===== src/hdl/priority_round_robin_task_scheduler_macros.svh =====
// ---------------------------------------------------------------------------
// priority_round_robin_task_scheduler_macros
// assertion shorthands for the scheduler, clocked on clk and
// disabled while arst_n is low
// ---------------------------------------------------------------------------
`ifndef PRIORITY_ROUND_ROBIN_TASK_SCHEDULER_MACROS_SVH
`define PRIORITY_ROUND_ROBIN_TASK_SCHEDULER_MACROS_SVH

// condition holds at every edge out of reset
`define PRRTS_ASSERT_NOW(label, cond, msg) \
	label: assert property (@(posedge clk) disable iff (!arst_n) (cond)) else $error(msg);

// antecedent implies consequent in the same cycle
`define PRRTS_ASSERT_IMP(label, ante, cons, msg) \
	label: assert property (@(posedge clk) disable iff (!arst_n) (ante) |-> (cons)) \
		else $error(msg);

`endif


===== src/hdl/prrts_pkg.sv =====
// ---------------------------------------------------------------------------
// prrts_pkg
// shared widths, command codes and defaults of the task scheduler
// ---------------------------------------------------------------------------
package prrts_pkg;

	localparam int unsigned TASK_SLOTS_DEF = 16;

	localparam int unsigned CMD_W     = 2;
	localparam int unsigned SLOT_F_W  = 4;
	localparam int unsigned PRIO_W    = 8;
	localparam int unsigned TICK_W    = 32;

	typedef enum logic [CMD_W-1:0] {
		CMD_ADD   = 2'd0,
		CMD_SLEEP = 2'd1,
		CMD_TICK  = 2'd2
	} cmd_t;

endpackage


===== src/hdl/prrts_cmd_if.sv =====
// ---------------------------------------------------------------------------
// prrts_cmd_if
// command channel of the scheduler: valid/ready plus one command word
// ---------------------------------------------------------------------------
interface prrts_cmd_if import prrts_pkg::*; ();
	logic                valid;
	logic                ready;
	logic [CMD_W-1:0]    command;
	logic [SLOT_F_W-1:0] task_slot;
	logic [PRIO_W-1:0]   task_priority;
	logic [TICK_W-1:0]   wake_tick;
	logic [TICK_W-1:0]   now_tick;

	modport source (
		output valid, command, task_slot, task_priority, wake_tick, now_tick,
		input  ready
	);
	modport sink (
		input  valid, command, task_slot, task_priority, wake_tick, now_tick,
		output ready
	);
endinterface


===== src/hdl/prrts_res_if.sv =====
// ---------------------------------------------------------------------------
// prrts_res_if
// result channel of the scheduler: valid/ready plus one result word
// ---------------------------------------------------------------------------
interface prrts_res_if import prrts_pkg::*; ();
	logic                valid;
	logic                ready;
	logic                accepted;
	logic [SLOT_F_W-1:0] result_slot;
	logic [PRIO_W-1:0]   picked_priority;

	modport source (
		output valid, accepted, result_slot, picked_priority,
		input  ready
	);
	modport sink (
		input  valid, accepted, result_slot, picked_priority,
		output ready
	);
endinterface


===== src/hdl/prrts_ram.sv =====
// ---------------------------------------------------------------------------
// prrts_ram
// generic single-write, single-read RAM with registered read data
// ---------------------------------------------------------------------------
module prrts_ram #(
	parameter int unsigned WIDTH = 8,
	parameter int unsigned DEPTH = 16
) (
	input  logic                     clk,
	input  logic                     we,
	input  logic [$clog2(DEPTH)-1:0] waddr,
	input  logic [WIDTH-1:0]         wdata,
	input  logic [$clog2(DEPTH)-1:0] raddr,
	output logic [WIDTH-1:0]         rdata
);

	logic [WIDTH-1:0] mem_q [DEPTH];

	always_ff @(posedge clk) begin
		if (we) begin
			mem_q[waddr] <= wdata;
		end
		rdata <= mem_q[raddr];
	end

endmodule


===== src/hdl/priority_round_robin_task_scheduler.sv =====
// ---------------------------------------------------------------------------
// priority_round_robin_task_scheduler
// task table with add, sleep and tick commands; a tick wakes due tasks and
// picks the most urgent ready task, round-robin among equal priorities
//
//   channel  dir  handshake      word
//   cmd      in   valid/ready    command, task_slot, task_priority,
//                                wake_tick, now_tick
//   res      out  valid/ready    accepted, result_slot, picked_priority
//
// add, sleep and unknown commands go from idle straight to done; a tick
// makes one wake-and-max pass and, if a ready task is found, one round-robin
// pass over the table, each issuing one table entry a cycle to the entry RAMs
// one command at a time; cmd.ready is high only while idle, a finished
// word sits in the output register so the next command can be taken
// while res is stalled; arst_n clears table use, blocked flags and picks
// ---------------------------------------------------------------------------
`include "priority_round_robin_task_scheduler_macros.svh"

module priority_round_robin_task_scheduler import prrts_pkg::*; #(
	parameter int unsigned TASK_SLOTS = TASK_SLOTS_DEF
) (
	input  logic clk,
	input  logic arst_n,
	prrts_cmd_if.sink   cmd,
	prrts_res_if.source res
);

	localparam int unsigned SLOT_W = $clog2(TASK_SLOTS);
	localparam int unsigned CNT_W  = $clog2(TASK_SLOTS + 1);
	localparam int unsigned CMP_W  = 8;

	typedef enum logic [1:0] {
		ST_IDLE,
		ST_WAKE,
		ST_PICK,
		ST_DONE
	} state_t;

	state_t              state_q;
	logic [CNT_W-1:0]    cnt_q;
	logic [SLOT_W-1:0]   last_q;
	logic                any_q;
	logic [TASK_SLOTS-1:0] blocked_q;
	logic [TICK_W-1:0]   now_q;
	logic [CNT_W-1:0]    issue_q;
	logic [SLOT_W-1:0]   addr_q;
	logic                v_s1;
	logic [SLOT_W-1:0]   idx_s1;
	logic [PRIO_W-1:0]   best_q;
	logic                found_q;
	logic                res_ok_q;
	logic [SLOT_F_W-1:0] res_slot_q;
	logic [PRIO_W-1:0]   res_prio_q;
	logic                out_valid_q;
	logic                out_ok_q;
	logic [SLOT_F_W-1:0] out_slot_q;
	logic [PRIO_W-1:0]   out_prio_q;

	logic [PRIO_W-1:0]   prio_rd;
	logic [TICK_W-1:0]   wake_rd;
	logic                table_free;
	logic                slot_ok;
	logic                add_we;
	logic                sleep_we;
	logic                scan_issue;
	logic                ent_blk;
	logic                woke;
	logic                ent_ready;
	logic [CNT_W-1:0]    last_inc;
	logic [CNT_W-1:0]    addr_inc;
	logic [SLOT_W-1:0]   start_idx;
	logic [SLOT_W-1:0]   addr_wrap;

	assign cmd.ready = (state_q == ST_IDLE);
	assign res.valid           = out_valid_q;
	assign res.accepted        = out_ok_q;
	assign res.result_slot     = out_slot_q;
	assign res.picked_priority = out_prio_q;

	assign table_free = cnt_q < CNT_W'(TASK_SLOTS);
	assign slot_ok    = CMP_W'(cmd.task_slot) < CMP_W'(cnt_q);
	assign add_we     = cmd.valid && cmd.ready
		&& (cmd_t'(cmd.command) == CMD_ADD) && table_free;
	assign sleep_we   = cmd.valid && cmd.ready
		&& (cmd_t'(cmd.command) == CMD_SLEEP) && slot_ok;

	// one entry issued to the RAMs per cycle, its data back in the cycle after
	assign scan_issue = issue_q < cnt_q;

	assign ent_blk   = blocked_q[idx_s1];
	assign woke      = ent_blk && (now_q >= wake_rd);
	assign ent_ready = !ent_blk || woke;

	// round-robin start just after the last pick, wrapping at the table end
	assign last_inc  = CNT_W'(last_q) + 1'b1;
	assign start_idx = (any_q && (last_inc != cnt_q)) ? SLOT_W'(last_inc) : '0;
	assign addr_inc  = CNT_W'(addr_q) + 1'b1;
	assign addr_wrap = (addr_inc == cnt_q) ? '0 : SLOT_W'(addr_inc);

	prrts_ram #(
		.WIDTH (PRIO_W),
		.DEPTH (TASK_SLOTS)
	) u_prio_ram (
		.clk   (clk),
		.we    (add_we),
		.waddr (SLOT_W'(cnt_q)),
		.wdata (cmd.task_priority),
		.raddr (addr_q),
		.rdata (prio_rd)
	);

	prrts_ram #(
		.WIDTH (TICK_W),
		.DEPTH (TASK_SLOTS)
	) u_wake_ram (
		.clk   (clk),
		.we    (sleep_we),
		.waddr (SLOT_W'(cmd.task_slot)),
		.wdata (cmd.wake_tick),
		.raddr (addr_q),
		.rdata (wake_rd)
	);

	always_ff @(posedge clk or negedge arst_n) begin
		if (!arst_n) begin
			state_q     <= ST_IDLE;
			cnt_q       <= '0;
			last_q      <= '0;
			any_q       <= 1'b0;
			blocked_q   <= '0;
			v_s1        <= 1'b0;
			out_valid_q <= 1'b0;
		end else begin
			if (out_valid_q && res.ready) begin
				out_valid_q <= 1'b0;
			end
			case (state_q)
				ST_IDLE: begin
					if (cmd.valid) begin
						now_q      <= cmd.now_tick;
						found_q    <= 1'b0;
						best_q     <= '0;
						issue_q    <= '0;
						addr_q     <= '0;
						v_s1       <= 1'b0;
						res_ok_q   <= 1'b0;
						res_slot_q <= '0;
						res_prio_q <= '0;
						state_q    <= ST_DONE;
						case (cmd_t'(cmd.command))
							CMD_ADD: begin
								if (table_free) begin
									blocked_q[SLOT_W'(cnt_q)] <= 1'b0;
									cnt_q      <= cnt_q + 1'b1;
									res_ok_q   <= 1'b1;
									res_slot_q <= SLOT_F_W'(cnt_q);
								end
							end
							CMD_SLEEP: begin
								if (slot_ok) begin
									blocked_q[SLOT_W'(cmd.task_slot)] <= 1'b1;
									res_ok_q   <= 1'b1;
									res_slot_q <= cmd.task_slot;
								end
							end
							CMD_TICK: begin
								state_q <= ST_WAKE;
							end
							default: ;
						endcase
					end
				end
				ST_WAKE: begin
					// wake due entries and track the highest ready priority
					v_s1   <= scan_issue;
					idx_s1 <= addr_q;
					if (scan_issue) begin
						addr_q  <= SLOT_W'(addr_inc);
						issue_q <= issue_q + 1'b1;
					end
					if (v_s1) begin
						if (woke) begin
							blocked_q[idx_s1] <= 1'b0;
						end
						if (ent_ready && (!found_q || prio_rd > best_q)) begin
							best_q  <= prio_rd;
							found_q <= 1'b1;
						end
					end else if (!scan_issue) begin
						issue_q <= '0;
						addr_q  <= start_idx;
						state_q <= found_q ? ST_PICK : ST_DONE;
					end
				end
				ST_PICK: begin
					v_s1   <= scan_issue;
					idx_s1 <= addr_q;
					if (scan_issue) begin
						addr_q  <= addr_wrap;
						issue_q <= issue_q + 1'b1;
					end
					if (v_s1 && !ent_blk && (prio_rd == best_q)) begin
						res_ok_q   <= 1'b1;
						res_slot_q <= SLOT_F_W'(idx_s1);
						res_prio_q <= best_q;
						last_q     <= idx_s1;
						any_q      <= 1'b1;
						v_s1       <= 1'b0;
						state_q    <= ST_DONE;
					end
				end
				ST_DONE: begin
					if (!out_valid_q || res.ready) begin
						out_valid_q <= 1'b1;
						out_ok_q    <= res_ok_q;
						out_slot_q  <= res_slot_q;
						out_prio_q  <= res_prio_q;
						state_q     <= ST_IDLE;
					end
				end
				default: begin
					state_q <= ST_IDLE;
				end
			endcase
		end
	end

	// table never grows past its size
	`PRRTS_ASSERT_NOW(a_count_bound, cnt_q <= CNT_W'(TASK_SLOTS), "task count overflow")
	// the last pick always names an entry in use
	`PRRTS_ASSERT_IMP(a_last_in_table, any_q, CNT_W'(last_q) < cnt_q, "last pick out of table")
	// once a ready maximum is known, the round-robin pass must hit it
	`PRRTS_ASSERT_IMP(a_pick_not_dry, state_q == ST_PICK, scan_issue || v_s1, "pick pass ran dry")

endmodule


===== src/flat_wrapper.sv =====
// flat-port wrapper written by rule: the top's interface ports become plain ports
module priority_round_robin_task_scheduler_flat import prrts_pkg::*;
#(
	parameter int unsigned TASK_SLOTS = TASK_SLOTS_DEF
)
  (clk, arst_n, cmd_valid, cmd_command, cmd_task_slot, cmd_task_priority, cmd_wake_tick, cmd_now_tick, cmd_ready, res_valid, res_accepted, res_result_slot, res_picked_priority, res_ready);
  prrts_cmd_if cmd_i ();
  prrts_res_if res_i ();
  input  logic clk;
  input  logic arst_n;
  input wire logic [$bits(cmd_i.valid)-1:0] cmd_valid;
  input wire logic [$bits(cmd_i.command)-1:0] cmd_command;
  input wire logic [$bits(cmd_i.task_slot)-1:0] cmd_task_slot;
  input wire logic [$bits(cmd_i.task_priority)-1:0] cmd_task_priority;
  input wire logic [$bits(cmd_i.wake_tick)-1:0] cmd_wake_tick;
  input wire logic [$bits(cmd_i.now_tick)-1:0] cmd_now_tick;
  output wire logic [$bits(cmd_i.ready)-1:0] cmd_ready;
  output wire logic [$bits(res_i.valid)-1:0] res_valid;
  output wire logic [$bits(res_i.accepted)-1:0] res_accepted;
  output wire logic [$bits(res_i.result_slot)-1:0] res_result_slot;
  output wire logic [$bits(res_i.picked_priority)-1:0] res_picked_priority;
  input wire logic [$bits(res_i.ready)-1:0] res_ready;
  assign cmd_i.valid = cmd_valid;
  assign cmd_i.command = cmd_command;
  assign cmd_i.task_slot = cmd_task_slot;
  assign cmd_i.task_priority = cmd_task_priority;
  assign cmd_i.wake_tick = cmd_wake_tick;
  assign cmd_i.now_tick = cmd_now_tick;
  assign cmd_ready = cmd_i.ready;
  assign res_valid = res_i.valid;
  assign res_accepted = res_i.accepted;
  assign res_result_slot = res_i.result_slot;
  assign res_picked_priority = res_i.picked_priority;
  assign res_i.ready = res_ready;
  priority_round_robin_task_scheduler #(.TASK_SLOTS(TASK_SLOTS)) u_core (.clk(clk), .arst_n(arst_n), .cmd(cmd_i), .res(res_i));
endmodule

===== config.mk =====
export PLATFORM = sky130hd
export DESIGN_NAME = priority_round_robin_task_scheduler_flat
export DESIGN_NICKNAME = d
export VERILOG_FILES = /design/src/hdl/prrts_pkg.sv /design/src/hdl/prrts_cmd_if.sv /design/src/hdl/prrts_res_if.sv /design/src/hdl/prrts_ram.sv /design/src/hdl/priority_round_robin_task_scheduler.sv /design/src/flat_wrapper.sv
export VERILOG_INCLUDE_DIRS = /design/src /design/src/hdl
export SDC_FILE = /design/constraint.sdc
export NUM_CORES = 1
export LEC_CHECK = 0
export ABC_AREA = 0
export BUFFER_PORTS_ARGS = -buffer_cell sky130_fd_sc_hd__buf_2
export CAP_MARGIN = 20
export CORE_MARGIN = 1.5
export CORE_UTILIZATION = 50
export CTS_CLUSTER_SIZE = 28
export DETAILED_ROUTE_END_ITERATION = 10
export MAX_ROUTING_LAYER = met4
export PLACE_DENSITY = 0.66
export SKIP_LAST_GASP = 1
export SYNTH_ARGS = -nofsm -noshare
export SYNTH_HDL_FRONTEND = slang
export SYNTH_SLANG_ARGS = --single-unit

===== constraint.sdc =====
create_clock -name clk -period 9.4 [get_ports clk]
set_input_delay 2.82 -clock clk [delete_from_list [all_inputs] [get_ports clk]]
set_output_delay 2.82 -clock clk [all_outputs]
set_load 0.05 [all_outputs]

## Word-level counts from Yosys, hierarchy flattened

Memory sizes are Yosys's and may differ from the RTL's. A register that Yosys moved wholly into a read port is not among the register bits.
Cells that the tools add are included.

- Register bits after elaboration: 110
- Bits in latches: 0
- Memory bits (writable): 640
- ROM bits: 0
- Input bits: 82
- Output and inout port bits: 15
- Logic and storage cells: 166
- Memories kept: 2

- $add $sub $neg: 4
- Multiply operators: 0
- Divide/modulo/power cells: 0
- Order comparisons: 11
- Equal/unequal tests: 20
- Shift operators: 0
- Muxes and demuxes: 67
- Bitwise logic cells: 5
- Reduce and logical (&&, ||, !) cells: 38

Memory list:

| name | depth | bits a word | read ports | clocked after memory_dff | wr ports | line | source |
|---|---|---|---|---|---|---|---|
| u_core.u_wake_ram.mem_q | 16 | 32 | 1 | 1 | 1 | prrts_ram.sv:17 | `logic [WIDTH-1:0] mem_q [DEPTH];` |
| u_core.u_prio_ram.mem_q | 16 | 8 | 1 | 1 | 1 | prrts_ram.sv:17 |  |

Operators by type and width:

| cell | count |
|---|---|
| $mux 16 | 5 |
| $pmux 16 s2 | 2 |
| $mux 4 | 11 |
| $and 16x16->16 | 2 |
| $ge 32x32->1 | 1 |
| $mux 8 | 4 |
| $not 16->16 | 2 |
| $pmux 8 s2 | 2 |
| $mux 1 | 20 |
| $mux 5 | 4 |
| $or 16x16->16 | 1 |
| $pmux 4 s2 | 2 |
| $lt 4x5->1 const B | 3 |
| $pmux 5 s3 | 1 |
| $logic_and 1x1->1 | 14 |
| $demux 1 s4 | 3 |
| $ge 4x1->1 const B | 3 |
| $mux 2 | 6 |
| $ne 2x1->1 const B | 6 |
| $pmux 4 s3 | 1 |
| $reduce_and 4->1 | 3 |
| $add 4x1->5 const B | 2 |
| $add 5x1->5 const B | 2 |
| $reduce_and 5->1 | 2 |
| 24 further kinds | 43 |

## Logic depth before layout (Yosys ltp)

Gate-level depths: netlist of run 1.

- Depth after elaboration: 10
- Mapped depth: 11
- Depth with buffers taken out: 10

## By module

A second synthesis of run 1 with hierarchy kept.

- Cells, all modules: 1624
- Area, all modules: 31213.7 µm²

By module, submodules not included:

| module | instances | cells each | area each (µm²) | sequential area each (µm²) |
|---|---|---|---|---|
| prrts_ram at u_core.u_wake_ram | 1 | 838 | 19835.3 | 16015.4 |
| priority_round_robin_task_scheduler | 1 | 557 | 6231.0 | 3153.0 |
| prrts_ram at u_core.u_prio_ram | 1 | 229 | 5147.4 | 4003.8 |

## Worst setup path before layout of run 1

Ideal clock, no wire load.

- Path type: input -> register
- Start: input cmd_task_slot[1]
- End: memory u_core.u_wake_ram.mem_q[7][0] in the netlist's numbering, enable pin
- Library setup time: 0.421 ns
- Arrival time: 5.601 ns
- Required time: 8.979 ns
- Setup slack: 3.378 ns
- Stages: 7
- Buffers on the path: 0
- Path through: ha_1 a21o_1 a21o_1 a21o_1 a21oi_1 nand4_1 nor2_1

- Word-level cells in the longest chain between the ends: 4

RTL lines:

| item | line | source |
|---|---|---|
| start, declared | flat_wrapper.sv:13 | `input wire logic [$bits(cmd_i.task_slot)-1:0] cmd_task_slot;` |
| $lt 4x5->1 | priority_round_robin_task_scheduler.sv:82 | `assign slot_ok = CMP_W'(cmd.task_slot) < CMP_W'(cnt_q);` |
| $logic_and 1x1->1 | priority_round_robin_task_scheduler.sv:86 | `&& (cmd_t'(cmd.command) == CMD_SLEEP) && slot_ok;` |
| $mux 1 | prrts_ram.sv:20 | `if (we) begin` |
| $mux 1 (implied by the code) | prrts_ram.sv:21 | `mem_q[waddr] <= wdata;` |
| end, declared | prrts_ram.sv:17 |  |

Several ways; a longest one is shown, not always the timed one.

## Worst setup path after layout of run 1

- Start: input cmd_task_slot[1]
- End: memory u_core.u_wake_ram.mem_q[3][4] in the netlist's numbering, enable pin

Same word-level chain as after synthesis.

==> impl_metrics.prom, run 1 <==
# TYPE chip_impl_metric gauge
chip_impl_metric{name="h-tree-depth",unit=""} 3
chip_impl_metric{name="clk_latency",unit="ns"} 0.64
chip_impl_metric{name="fp.dieW",unit="um"} 253
chip_impl_metric{name="rows",unit=""} 91
chip_impl_metric{name="final_min_period_over_clock_period",unit="%"} 60.4
chip_impl_info{name="final_cell_mix",value="sky130_fd_sc_hd__edfxtp_1 (720), sky130_fd_sc_hd__mux4_2 (200), sky130_fd_sc_hd__buf_2 (97)"} 1
chip_impl_metric{name="routed-wl-met2",unit="mm"} 32.3
chip_impl_metric{name="design.die.area",unit="sq um"} 63800
chip_impl_info{name="critPathKind",value="input port to flip-flop"} 1
chip_impl_metric{name="total_power",unit="mW"} 9.43
chip_impl_metric{name="placeableCoreArea",unit="sq um"} 61600
chip_impl_info{name="setup.worst_path.end_class",value="flip-flop"} 1
chip_impl_info{name="path_delay_family",value="compound AO/OA/AOI/OAI gates"} 1
chip_impl_metric{name="drive_above_1_share",unit="%"} 27.0
chip_impl_metric{name="drt_first_iter_violations",unit=""} 1326
chip_impl_metric{name="synth_cell_types",unit=""} 58
chip_impl_metric{name="numClockSinks",unit=""} 790
chip_impl_metric{name="synthArstFlopShare",unit="%"} 3.80
chip_impl_metric{name="drt-wirelength-per-cell",unit="um"} 24.8
chip_impl_metric{name="delay_contributed_by_the_slowest_stage_of_the_critical_path",unit="ns"} 0.60
chip_impl_metric{name="p_sw",unit="mW"} 2.57
chip_impl_metric{name="finalSetupViolCount",unit=""} 0
chip_impl_info{name="tritoncts",value="done"} 1
chip_impl_metric{name="post_synth_inst_count",unit=""} 1554
chip_impl_metric{name="post-cts-setup-buffer-count",unit=""} 0
chip_impl_metric{name="number_of_hold_violations_in_the_final_report",unit=""} 0
chip_impl_metric{name="first_pass_grt_wire_length",unit="mm"} 98.2
chip_impl_info{name="layout_commonest_cell",value="sky130_fd_sc_hd__edfxtp_1"} 1
chip_impl_metric{name="pwr-share-seq",unit="%"} 44.4
chip_impl_metric{name="power_per_cell_area",unit="nW/um^2"} 265
chip_impl_metric{name="areaGrowthSynthToFinish",unit="%"} 14.1
chip_impl_metric{name="post_synth.cell_area_avg",unit="sq um"} 20.0
chip_impl_metric{name="worst-slew-pin-transition",unit="ns"} 1.08
chip_impl_metric{name="synth-edff-count",unit=""} 720
chip_impl_info{name="synth_ff_type",value="sky130_fd_sc_hd__edfxtp_1"} 1
chip_impl_metric{name="num-nets-final",unit=""} 1841
chip_impl_metric{name="cts_hold_buffers",unit=""} 0
chip_impl_metric{name="max_slew_margin",unit="%"} 27.8
chip_impl_info{name="grt_setup_unrepaired",value="no"} 1
chip_impl_metric{name="period_needed",unit="ns"} 5.67
chip_impl_metric{name="port_buffers",unit=""} 96
chip_impl_metric{name="finalWeightedCongestion",unit=""} 0.918
chip_impl_info{name="outcome",value="finished, final reports clean"} 1
chip_impl_metric{name="grt_antenna_before_repair",unit=""} 6
chip_impl_metric{name="synth.cell_area",unit="sq um"} 31200
chip_impl_metric{name="postSynthNetCount",unit=""} 1695
chip_impl_metric{name="clock-skew-final",unit="ns"} 0.0308
chip_impl_metric{name="grt_max_degree",unit=""} 88
chip_impl_metric{name="critical_path.max_fanout",unit=""} 22
chip_impl_metric{name="drt_wl_total",unit="mm"} 64.6
chip_impl_metric{name="finalSetupTns",unit="ns"} 0
chip_impl_metric{name="met3_wirelength",unit="mm"} 3.27
chip_impl_metric{name="max_freq",unit="MHz"} 176
chip_impl_metric{name="grt.overflow.total",unit=""} 0
chip_impl_metric{name="ys_warn_count",unit=""} 0
chip_impl_metric{name="layout.core_utilization",unit="%"} 57.7
chip_impl_metric{name="place.detailed.hpwl",unit="mm"} 39.3
chip_impl_metric{name="cts_max_path_buffers",unit=""} 3
chip_impl_metric{name="drt_pre_antenna_iters",unit=""} 5
chip_impl_metric{name="synth_seq_cells",unit=""} 790
chip_impl_metric{name="io-pin-count",unit=""} 97
chip_impl_metric{name="max-vdd-ir-drop",unit="V"} 0.000150
chip_impl_metric{name="drv_slew",unit=""} 0
chip_impl_metric{name="worstPathRequired",unit="ns"} 9.68
chip_impl_info{name="cp_cell_sequence",value="buf_2 > ha_1 > a21o_1 > a21o_1 > a21o_1 > a21oi_1 > nand4_1 > nor2_4 > buf_4"} 1
chip_impl_metric{name="number_of_global_route_vias_before_repair",unit=""} 15668
chip_impl_info{name="crit_top_cell",value="sky130_fd_sc_hd__a21o_1"} 1
chip_impl_metric{name="worst_ep_arrival_time",unit="ns"} 5.95
chip_impl_metric{name="met1_wire_length",unit="mm"} 27.9
chip_impl_info{name="timing.critical_path.from_type",value="input port"} 1
chip_impl_metric{name="post_cts.resized_instances",unit=""} 0
chip_impl_metric{name="synth_seq_area_share",unit="%"} 74.4
chip_impl_metric{name="critical_path_buf_inv_count",unit=""} 2
chip_impl_metric{name="drt_drc_violations_left",unit=""} 0
chip_impl_metric{name="drv.max_cap_violation_count",unit=""} 0
chip_impl_metric{name="gate_power_share",unit="%"} 22.2
chip_impl_metric{name="routed_via_density",unit=""} 5.78
chip_impl_metric{name="leakage",unit="nW"} 11.8
chip_impl_info{name="root_buffer",value="sky130_fd_sc_hd__clkbuf_16"} 1
chip_impl_metric{name="num_cts_buffers",unit=""} 81
chip_impl_metric{name="floorplan.initialDensity",unit="%"} 50.6
chip_impl_info{name="top_layer",value="met4"} 1
chip_impl_info{name="hold_path.class",value="flip-flop to flip-flop"} 1
chip_impl_metric{name="clkPwrFrac",unit="%"} 33.4
chip_impl_metric{name="antenna_violating_nets_post_route",unit=""} 0
chip_impl_metric{name="fp.dieH",unit="um"} 253
chip_impl_metric{name="track_usage",unit="%"} 21.4
chip_impl_metric{name="clkTransAtPathRegs",unit="ns"} 0.06
chip_impl_metric{name="vias",unit=""} 15072
chip_impl_metric{name="power.share.switching",unit="%"} 27.3
chip_impl_info{name="worst_path_max_delay_cell",value="sky130_fd_sc_hd__a21oi_1"} 1
chip_impl_metric{name="power_report.internal_total",unit="mW"} 6.86
-- synthesized netlist by cell type, types with 8 or more instances --
cell type	number	area share [%]
sky130_fd_sc_hd__nand2_1	53	0.64
sky130_fd_sc_hd__mux4_2	200	14
sky130_fd_sc_hd__xnor2_1	8	0.22
sky130_fd_sc_hd__dfxtp_1	40	2.6
sky130_fd_sc_hd__edfxtp_1	720	69
sky130_fd_sc_hd__ha_1	59	2.4
sky130_fd_sc_hd__nand4_1	18	0.36
sky130_fd_sc_hd__nand3_1	10	0.16
sky130_fd_sc_hd__nor2_1	59	0.71
sky130_fd_sc_hd__inv_1	54	0.65
sky130_fd_sc_hd__a21o_1	9	0.22
sky130_fd_sc_hd__nand2b_1	17	0.34
sky130_fd_sc_hd__buf_1	14	0.17
sky130_fd_sc_hd__buf_2	8	0.13
sky130_fd_sc_hd__a31oi_1	13	0.26
sky130_fd_sc_hd__and2_1	11	0.22
sky130_fd_sc_hd__dfrtp_1	30	2.4
sky130_fd_sc_hd__o21ai_0	50	0.80
sky130_fd_sc_hd__nor3_1	11	0.18
sky130_fd_sc_hd__clkbuf_1	45	0.54
sky130_fd_sc_hd__a21oi_1	32	0.51
-- registers in the layout, indices dropped and copies added, names as in the netlist, 8 cells and up --
register and count:
u_core.u_wake_ram.rdata 32, u_core.u_prio_ram.mem_q 128, u_core.res_prio_q 8, u_core.blocked_q 16
u_core.res.picked_priority 8, u_core.u_wake_ram.mem_q 512, u_core.u_prio_ram.rdata 8, u_core.best_q 8
u_core.now_q 32
-- worst register-to-register path: cells and delay by family (launching register included) --
kind | cells | cell delay (ns)
AOI/OAI and AO/OA | 3 | 0.96
adders and majority gates | 1 | 0.39
DFF | 1 | 0.68
buffers and inverters | 2 | 0.88
and+or+nand+nor | 2 | 1.09
-- area by class of cell --
type / count / area, sq um
diodes: 3 / 7.51
clock buffers: 102 / 2130
clock inverters: 49 / 495
fillers: 4451 / 26000
inverters: 57 / 214
multi-input cells: 639 / 7610
flip-flops and latches: 790 / 23200
well taps: 837 / 1050
repair buffers: 131 / 876
-- through the flow --
step                cell area, sq um  std cells  hold slack [ns]  setup slack [ns]
finish                         35600       2608            0.397              3.73
global route                   35600       2607            0.412              3.58
CTS                            35500       2600            0.401              3.80
detailed placement             32900       2449            0.405              3.16
global placement               32700       2442            0.400              3.05
floorplan                      31200       1554            0.400              3.38
-- routing by layer --
metal,vias to the layer above,GRT usage (%)
met3,85,3.54
met4,0,5.32
met2,450,33.8
li1,6648,-
met5,-,-
met1,7889,29.5
-- final timing paths --
kind	cells after the start	endpoint	slack, ns	startpoint
worst min-delay path	0	u_core.res.picked_priority[7]	0.40	u_core.res_prio_q[7]
min in group asynchronous	2	u_core.cnt_q[2]	2.24	arst_n
worst max register to register	8	u_core.u_wake_ram.mem_q[3][4]	5.03	u_core.cnt_q[2]
worst min register to register	0	u_core.res.picked_priority[7]	0.40	u_core.res_prio_q[7]
worst max-delay path	9	u_core.u_wake_ram.mem_q[3][4]	3.73	cmd_task_slot[1]
max in group asynchronous	2	u_core.res.valid	6.82	arst_n
-- cells by family (layout without fill, tap and decap cells) --
logic type	count (synthesis)	in the layout	share of synthesized area [%]
flops	790	790	74.4
mux	214	214	15.2
simple gates	202	202	3.11
compound gates	149	149	3.00
buf+inv	125	339	1.56
fa+ha+maj	59	59	2.37
xor+xnor	15	15	0.422
other cells	0	3	0
-- power groups by stage --
stage	clock [mW]	combinational (mW)	sequential, mW
2_1_floorplan	0	1.54	4.22
3_3_place_gp	0	2.08	4.27
3_5_place_dp	0	2.10	4.27
4_1_cts	3.21	2.11	4.20
5_1_grt	3.33	2.28	4.21
6_report	3.15	2.09	4.19
(Power assumes the default switching activity.)
==> inputs of run 2 (changes only) <==
Clock period 9.4 ns to 5.7 ns, I/O delays scaled along.
==> run 2 against run 1 <==
  * Wire length decreased by 0.35%
  * Core utilization about the same
  * Die area unchanged
  * Sequential share of layout area about the same
  * Via count increased by 0.92%
  * Global-route usage decreased by 0.077 points
  * Critical path depth increased by 1
  * First-iteration DRC count increased by 4.5%
  * Worst hold slack improved by 0.018 ns
  * Critical endpoint is now u_core.u_wake_ram.mem_q[11][10]
  * Largest cell class unchanged
  * Largest power group unchanged
==> impl_metrics.prom, run 2 (synthesis results as in run 1) <==
# TYPE chip_impl_metric gauge
chip_impl_metric{name="drt_drc_violations_left",unit=""} 0
chip_impl_info{name="tritoncts",value="done"} 1
chip_impl_metric{name="num-nets-final",unit=""} 1844
chip_impl_metric{name="num_cts_buffers",unit=""} 80
chip_impl_metric{name="critical_path.max_fanout",unit=""} 22
chip_impl_metric{name="cts_hold_buffers",unit=""} 0
chip_impl_info{name="critPathLaunch",value="cmd_task_slot[1]"} 1
chip_impl_metric{name="drv.max_cap_violation_count",unit=""} 0
chip_impl_metric{name="port_buffers",unit=""} 96
chip_impl_info{name="critPathKind",value="input port to flip-flop"} 1
chip_impl_metric{name="routed_via_density",unit=""} 5.83
chip_impl_metric{name="place.detailed.instances",unit=""} 2456
chip_impl_metric{name="nFillCells",unit=""} 4454
chip_impl_metric{name="h-tree-depth",unit=""} 3
chip_impl_metric{name="finalWeightedCongestion",unit=""} 0.901
chip_impl_metric{name="max_freq",unit="MHz"} 248
chip_impl_metric{name="worst_ep_arrival_time",unit="ns"} 4.33
chip_impl_metric{name="antenna_violating_nets_post_route",unit=""} 0
chip_impl_metric{name="placeableCoreArea",unit="sq um"} 61600
chip_impl_metric{name="grt.overflow.total",unit=""} 0
chip_impl_metric{name="post-cts-setup-buffer-count",unit=""} 0
chip_impl_info{name="grt_setup_unrepaired",value="no"} 1
chip_impl_metric{name="number_of_global_route_vias_before_repair",unit=""} 15626
chip_impl_metric{name="drv_slew",unit=""} 0
chip_impl_metric{name="final_min_period_over_clock_period",unit="%"} 70.6
chip_impl_info{name="crit_top_cell",value="sky130_fd_sc_hd__a21o_1"} 1
chip_impl_info{name="timing.critical_path.from_type",value="input port"} 1
chip_impl_metric{name="post_cts.resized_instances",unit=""} 0
chip_impl_metric{name="floorplan.initialDensity",unit="%"} 50.6
chip_impl_info{name="cp_cell_sequence",value="buf_2 > ha_1 > a21o_1 > a21o_1 > a21o_1 > a21oi_1 > buf_4 > nand4_1 > nor2_4 > buf_12"} 1
chip_impl_metric{name="max-vdd-ir-drop",unit="V"} 0.000323
chip_impl_metric{name="largest_reg_flops",unit=""} 512
chip_impl_info{name="hold_start",value="u_core.res_slot_q[2]"} 1
chip_impl_metric{name="track_usage",unit="%"} 21.4
chip_impl_info{name="hold_path.class",value="flip-flop to flip-flop"} 1
chip_impl_info{name="outcome",value="finished, final reports clean"} 1
chip_impl_metric{name="power_per_cell_area",unit="nW/um^2"} 437
chip_impl_metric{name="final-instance-count-excl-fill",unit=""} 2609
chip_impl_metric{name="clock-skew-final",unit="ns"} 0.0263
chip_impl_metric{name="fp.dieW",unit="um"} 253
chip_impl_info{name="regMostFlops",value="u_core.u_wake_ram.mem_q"} 1
chip_impl_metric{name="grt_antenna_before_repair",unit=""} 2
chip_impl_metric{name="fp.dieH",unit="um"} 253
chip_impl_metric{name="max_slew_margin",unit="%"} 25.0
chip_impl_info{name="setup.worst_path.end_class",value="flip-flop"} 1
chip_impl_metric{name="place.detailed.hpwl",unit="mm"} 39.5
chip_impl_metric{name="drt-wirelength-per-cell",unit="um"} 24.7
chip_impl_metric{name="clk_latency",unit="ns"} 0.63
chip_impl_metric{name="delay_contributed_by_the_slowest_stage_of_the_critical_path",unit="ns"} 0.56
chip_impl_metric{name="drt_wl_total",unit="mm"} 64.4
chip_impl_metric{name="design.die.area",unit="sq um"} 63800
chip_impl_metric{name="vias",unit=""} 15210
chip_impl_metric{name="worst-slew-pin-transition",unit="ns"} 1.12
chip_impl_metric{name="first_pass_grt_wire_length",unit="mm"} 98.3
chip_impl_info{name="layout_commonest_cell",value="sky130_fd_sc_hd__edfxtp_1"} 1
chip_impl_info{name="root_buffer",value="sky130_fd_sc_hd__clkbuf_16"} 1
chip_impl_metric{name="finalSetupTns",unit="ns"} 0
chip_impl_metric{name="leakage",unit="nW"} 11.9
chip_impl_metric{name="final_hold_slack",unit="ns"} 0.415
chip_impl_metric{name="io-pin-count",unit=""} 97
chip_impl_metric{name="drt_first_iter_violations",unit=""} 1386
chip_impl_metric{name="grt_max_degree",unit=""} 102
chip_impl_metric{name="cts_max_path_buffers",unit=""} 3
chip_impl_metric{name="rows",unit=""} 91
chip_impl_metric{name="drt_pre_antenna_iters",unit=""} 5
chip_impl_metric{name="numClockSinks",unit=""} 790
chip_impl_metric{name="areaGrowthSynthToFinish",unit="%"} 14.2
chip_impl_metric{name="worstPathRequired",unit="ns"} 6.01
chip_impl_info{name="worstReg2RegStart",value="u_core.cnt_q[2]"} 1
chip_impl_metric{name="clkTransAtPathRegs",unit="ns"} 0.06
chip_impl_info{name="reg.largest.list",value="u_core.u_wake_ram.mem_q: 512 flops, u_core.u_prio_ram.mem_q: 128 flops"} 1
chip_impl_metric{name="finalSetupViolCount",unit=""} 0
chip_impl_info{name="final_cell_mix",value="sky130_fd_sc_hd__edfxtp_1 (720), sky130_fd_sc_hd__mux4_2 (200), sky130_fd_sc_hd__buf_2 (97)"} 1
chip_impl_metric{name="number_of_hold_violations_in_the_final_report",unit=""} 0
chip_impl_metric{name="drive_above_1_share",unit="%"} 27.8
chip_impl_metric{name="period_needed",unit="ns"} 4.02
chip_impl_info{name="worst_path_max_delay_cell",value="sky130_fd_sc_hd__nor2_4"} 1
-- run 2: changes by cell type in the layout (fill, tap and decap cells not counted), sizes merged --
cell      previous run  this run
diode                3         1
clkinvlp             3         7
buf                128       135
clkinv              38        41
inv                 58        56
clkbuf             105        96
-- run 2: final timing paths --
kind	end	slack [ns]	cells after the start
max	u_core.u_wake_ram.mem_q[11][10]	1.68	10
min	u_core.res.result_slot[2]	0.41	0
max reg2reg	u_core.u_wake_ram.mem_q[11][10]	1.88	9
min reg2reg	u_core.res.result_slot[2]	0.41	0
max in group asynchronous	u_core.last_q[2]	4.07	2
min in group asynchronous	u_core.cnt_q[2]	0.99	1
-- run 2: cell type report --
type                            count  area (sq um)  share of cell area [%]
Antenna cell                        1          2.50                 0.00704
Tap cell                          837          1050                    2.94
Clock inverter                     54           503                    1.41
Sequential cell                   790         23200                    65.2
Inverter                           57           214                   0.602
Clock buffer                       96          2120                    5.97
Multi-Input combinational cell    639          7610                    21.4
Timing Repair Buffer              135           883                    2.48
-- run 2: layer usage --
metal | up-vias | track usage [%] | routed length [um] | part of all wire [%]
met1 | 7975 | 29.1 | 27700 | 43
li1 | 6640 | - | - | -
met5 | - | - | 0 | 0
met2 | 481 | 33.8 | 32000 | 50
met4 | 0 | 5.59 | 1420 | 2.2
met3 | 114 | 3.60 | 3220 | 5.0
-- run 2: where the power goes --
| group | internal (mW) | switching, mW | leakage [nW] |
|---|---|---|---|
| Combinational | 1.63 | 1.82 | 3.36 |
| Sequential | 6.69 | 0.212 | 7.22 |
| Clock | 3.00 | 2.20 | 1.28 |
-- run 2: worst max-delay path, delay by kind of cell --
family | cells | cell delay (ns)
buffers and inverters | 3 | 0.60
adders and majority gates | 1 | 0.29
AOI/OAI and AO/OA | 4 | 0.71
and+or+nand+nor | 2 | 0.98
-- run 2: metrics by stage --
stage | util (%) | worst slack, ns | area, sq um | total power, mW
floorplan | - | 0.788 | 31200 | 9.50
global placement | 53.4 | 1.11 | 32900 | 10.5
detailed placement | 53.4 | 1.08 | 32900 | 10.5
CTS | 57.7 | 1.71 | 35500 | 15.7
global route | 57.7 | 1.55 | 35600 | 16.2
finish | 57.7 | 1.68 | 35600 | 15.5
==> inputs of run 3 (changes only) <==
Settings changed: PLACE_DENSITY 0.66 to 0.69.
Clock period 5.7 ns to 3.47 ns, I/O delays scaled along.
==> run 3 against run 2 <==
  * Non-clock buffer count is 46 higher
  * Clock power up 58%
  * Worst hold slack worse by 0.11 ns
  * Core utilization is 1.0 points higher
  * Final cell count up 1.8%
  * Worst setup slack got worse by 1.6 ns
  * Design area rose by 1.7%
  * Register-to-register slack got worse by 1.8 ns
  * Critical path depth is the same
  * Wire length grew 2.8%
  * Critical endpoint is now u_core.blocked_q[15]
  * Largest cell class unchanged
  * Highest routed layer unchanged
==> impl_metrics.prom, run 3 (synthesis results as in run 1) <==
# TYPE chip_impl_metric gauge
chip_impl_metric{name="power_per_cell_area",unit="nW/um^2"} 700
chip_impl_metric{name="leakage",unit="nW"} 12.1
chip_impl_metric{name="clk_latency",unit="ns"} 0.63
chip_impl_metric{name="drv_slew",unit=""} 0
chip_impl_metric{name="pwr-share-seq",unit="%"} 44.7
chip_impl_metric{name="number_of_hold_violations_in_the_final_report",unit=""} 0
chip_impl_metric{name="largest_reg_flops",unit=""} 512
chip_impl_info{name="critPathKind",value="flip-flop to flip-flop"} 1
chip_impl_info{name="root_buffer",value="sky130_fd_sc_hd__clkbuf_16"} 1
chip_impl_metric{name="critical_path_buf_inv_count",unit=""} 2
chip_impl_metric{name="place.detailed.hpwl",unit="mm"} 40.8
chip_impl_metric{name="floorplan.initialDensity",unit="%"} 50.6
chip_impl_metric{name="fp.dieH",unit="um"} 253
chip_impl_metric{name="num_cts_buffers",unit=""} 79
chip_impl_metric{name="critical_path.max_fanout",unit=""} 16
chip_impl_info{name="hold_path.class",value="input port to async pin"} 1
chip_impl_metric{name="power_report.internal_total",unit="mW"} 18.4
chip_impl_metric{name="grt_antenna_before_repair",unit=""} 9
chip_impl_info{name="reg.largest.list",value="u_core.u_wake_ram.mem_q: 512 flops, u_core.u_prio_ram.mem_q: 128 flops"} 1
chip_impl_metric{name="antenna_violating_nets_post_route",unit=""} 0
chip_impl_metric{name="port_buffers",unit=""} 96
chip_impl_info{name="grt_setup_unrepaired",value="no"} 1
chip_impl_metric{name="max_slew_margin",unit="%"} 40.3
chip_impl_metric{name="grt_max_degree",unit=""} 95
chip_impl_metric{name="final_min_period_over_clock_period",unit="%"} 96.5
chip_impl_info{name="outcome",value="finished, final reports clean"} 1
chip_impl_metric{name="delay_contributed_by_the_slowest_stage_of_the_critical_path",unit="ns"} 0.67
chip_impl_metric{name="areaGrowthSynthToFinish",unit="%"} 16.1
chip_impl_metric{name="routed_via_density",unit=""} 5.86
chip_impl_metric{name="track_usage",unit="%"} 22.1
chip_impl_metric{name="max_freq",unit="MHz"} 299
chip_impl_metric{name="placeableCoreArea",unit="sq um"} 61600
chip_impl_metric{name="drt_pre_antenna_iters",unit=""} 8
chip_impl_info{name="path_delay_family",value="compound AO/OA/AOI/OAI gates"} 1
chip_impl_metric{name="final-instance-count-excl-fill",unit=""} 2656
chip_impl_metric{name="number_of_global_route_vias_before_repair",unit=""} 16149
chip_impl_metric{name="drv.max_cap_violation_count",unit=""} 0
chip_impl_info{name="timing.critical_path.from_type",value="flip-flop"} 1
chip_impl_metric{name="rows",unit=""} 91
chip_impl_info{name="layout_commonest_cell",value="sky130_fd_sc_hd__edfxtp_1"} 1
chip_impl_metric{name="drt_wl_total",unit="mm"} 66.2
chip_impl_metric{name="first_pass_grt_wire_length",unit="mm"} 101
chip_impl_metric{name="clkTransAtPathRegs",unit="ns"} 0.06
chip_impl_metric{name="gate_power_share",unit="%"} 22.9
chip_impl_metric{name="h-tree-depth",unit=""} 3
chip_impl_info{name="setup.worst_path.end_class",value="flip-flop"} 1
chip_impl_metric{name="grt.overflow.total",unit=""} 0
chip_impl_metric{name="worst_ep_arrival_time",unit="ns"} 3.82
chip_impl_metric{name="design.die.area",unit="sq um"} 63800
chip_impl_metric{name="numClockSinks",unit=""} 790
chip_impl_metric{name="clkPwrFrac",unit="%"} 32.4
chip_impl_metric{name="place.detailed.instances",unit=""} 2504
chip_impl_metric{name="io-pin-count",unit=""} 97
chip_impl_metric{name="p_sw",unit="mW"} 6.93
chip_impl_metric{name="worstPathRequired",unit="ns"} 3.94
chip_impl_metric{name="power.share.switching",unit="%"} 27.4
chip_impl_info{name="regMostFlops",value="u_core.u_wake_ram.mem_q"} 1
chip_impl_info{name="cp_cell_sequence",value="ha_1 > o21a_1 > o2111ai_1 > o21ai_0 > buf_4 > a311oi_2 > buf_4 > a211oi_2 > and2_1 > a21oi_1"} 1
chip_impl_metric{name="num-nets-final",unit=""} 1889
chip_impl_metric{name="worst-slew-pin-transition",unit="ns"} 0.895
chip_impl_metric{name="period_needed",unit="ns"} 3.35
chip_impl_info{name="crit_top_cell",value="sky130_fd_sc_hd__buf_4"} 1
chip_impl_metric{name="finalSetupTns",unit="ns"} 0
chip_impl_metric{name="finalSetupViolCount",unit=""} 0
chip_impl_metric{name="drt_drc_violations_left",unit=""} 0
chip_impl_info{name="final_cell_mix",value="sky130_fd_sc_hd__edfxtp_1 (720), sky130_fd_sc_hd__mux4_2 (200), sky130_fd_sc_hd__buf_2 (96)"} 1
chip_impl_metric{name="finalWeightedCongestion",unit=""} 0.885
chip_impl_metric{name="drive_above_1_share",unit="%"} 28.7
chip_impl_metric{name="cts_hold_buffers",unit=""} 0
chip_impl_info{name="worst_path_max_delay_cell",value="sky130_fd_sc_hd__and2_1"} 1
chip_impl_metric{name="fp.dieW",unit="um"} 253
chip_impl_metric{name="drt_first_iter_violations",unit=""} 1591
chip_impl_metric{name="max-vdd-ir-drop",unit="V"} 0.000613
chip_impl_metric{name="drt-wirelength-per-cell",unit="um"} 24.9
chip_impl_metric{name="clock-skew-final",unit="ns"} 0.0227
chip_impl_metric{name="cts_max_path_buffers",unit=""} 3
chip_impl_metric{name="vias",unit=""} 15570
chip_impl_info{name="tritoncts",value="done"} 1
run 3: path summary, 6_finish.rpt:
check | slack, ns | from | cells after the start | to
max in group asynchronous | 2.66 | arst_n | 2 | u_core.blocked_q[13]
min | 0.30 | arst_n | 1 | u_core.v_s1
min in group clk | 0.42 | u_core.res_prio_q[5] | 0 | u_core.res.picked_priority[5]
max | 0.12 | u_core.now_q[3] | 10 | u_core.blocked_q[15]
max reg2reg | 0.12 | u_core.now_q[3] | 10 | u_core.blocked_q[15]
min reg2reg | 0.42 | u_core.res_prio_q[5] | 0 | u_core.res.picked_priority[5]
run 3: layout make-up:
class	count	area (sq um)
diodes	8	20.0
clock buffers	107	2130
multi-input cells	639	7630
well taps	837	1050
fillers	4460	25400
inverters	57	214
clock inverters	37	377
flip-flops and latches	790	23200
repair buffers	181	1580
run 3: per-stage QoR:
| stage | utilization (%) | power [mW] | hold slack (ns) | area (sq um) | setup WS [ns] |
|---|---|---|---|---|---|
| 2_1_floorplan | - | 15.6 | 0.400 | 31300 | 0.00776 |
| 3_3_place_gp | 54.6 | 17.3 | 0.402 | 33600 | 0.0247 |
| 3_5_place_dp | 54.6 | 17.4 | 0.407 | 33600 | 0.0406 |
| 4_1_cts | 58.7 | 25.6 | 0.279 | 36100 | 0.0195 |
| 5_1_grt | 58.7 | 26.4 | 0.293 | 36200 | 0.00143 |
| 6_report | 58.7 | 25.3 | 0.303 | 36200 | 0.122 |
run 3: repair_timing:
action                                  CTS  global route
endpoints found under the setup margin    0            12
setup buffers                             0             0
resized for setup                         0             2
run 3: power groups by stage:
| stage | Sequential, mW | Combinational [mW] | Clock [mW] |
|---|---|---|---|
| 5_1_grt | 11.4 | 6.29 | 8.73 |
| 4_1_cts | 11.3 | 5.89 | 8.40 |
| 3_3_place_gp | 11.5 | 5.76 | 0 |
| 2_1_floorplan | 11.4 | 4.17 | 0 |
| 3_5_place_dp | 11.5 | 5.85 | 0 |
| 6_report | 11.3 | 5.80 | 8.21 |
run 3: per-layer routing:
layer / routed length (um) / track usage (%)
met1: 28200 / 30.4
met2: 32300 / 34.3
met3: 4600 / 4.24
met4: 1030 / 5.63
met5: 0 / -
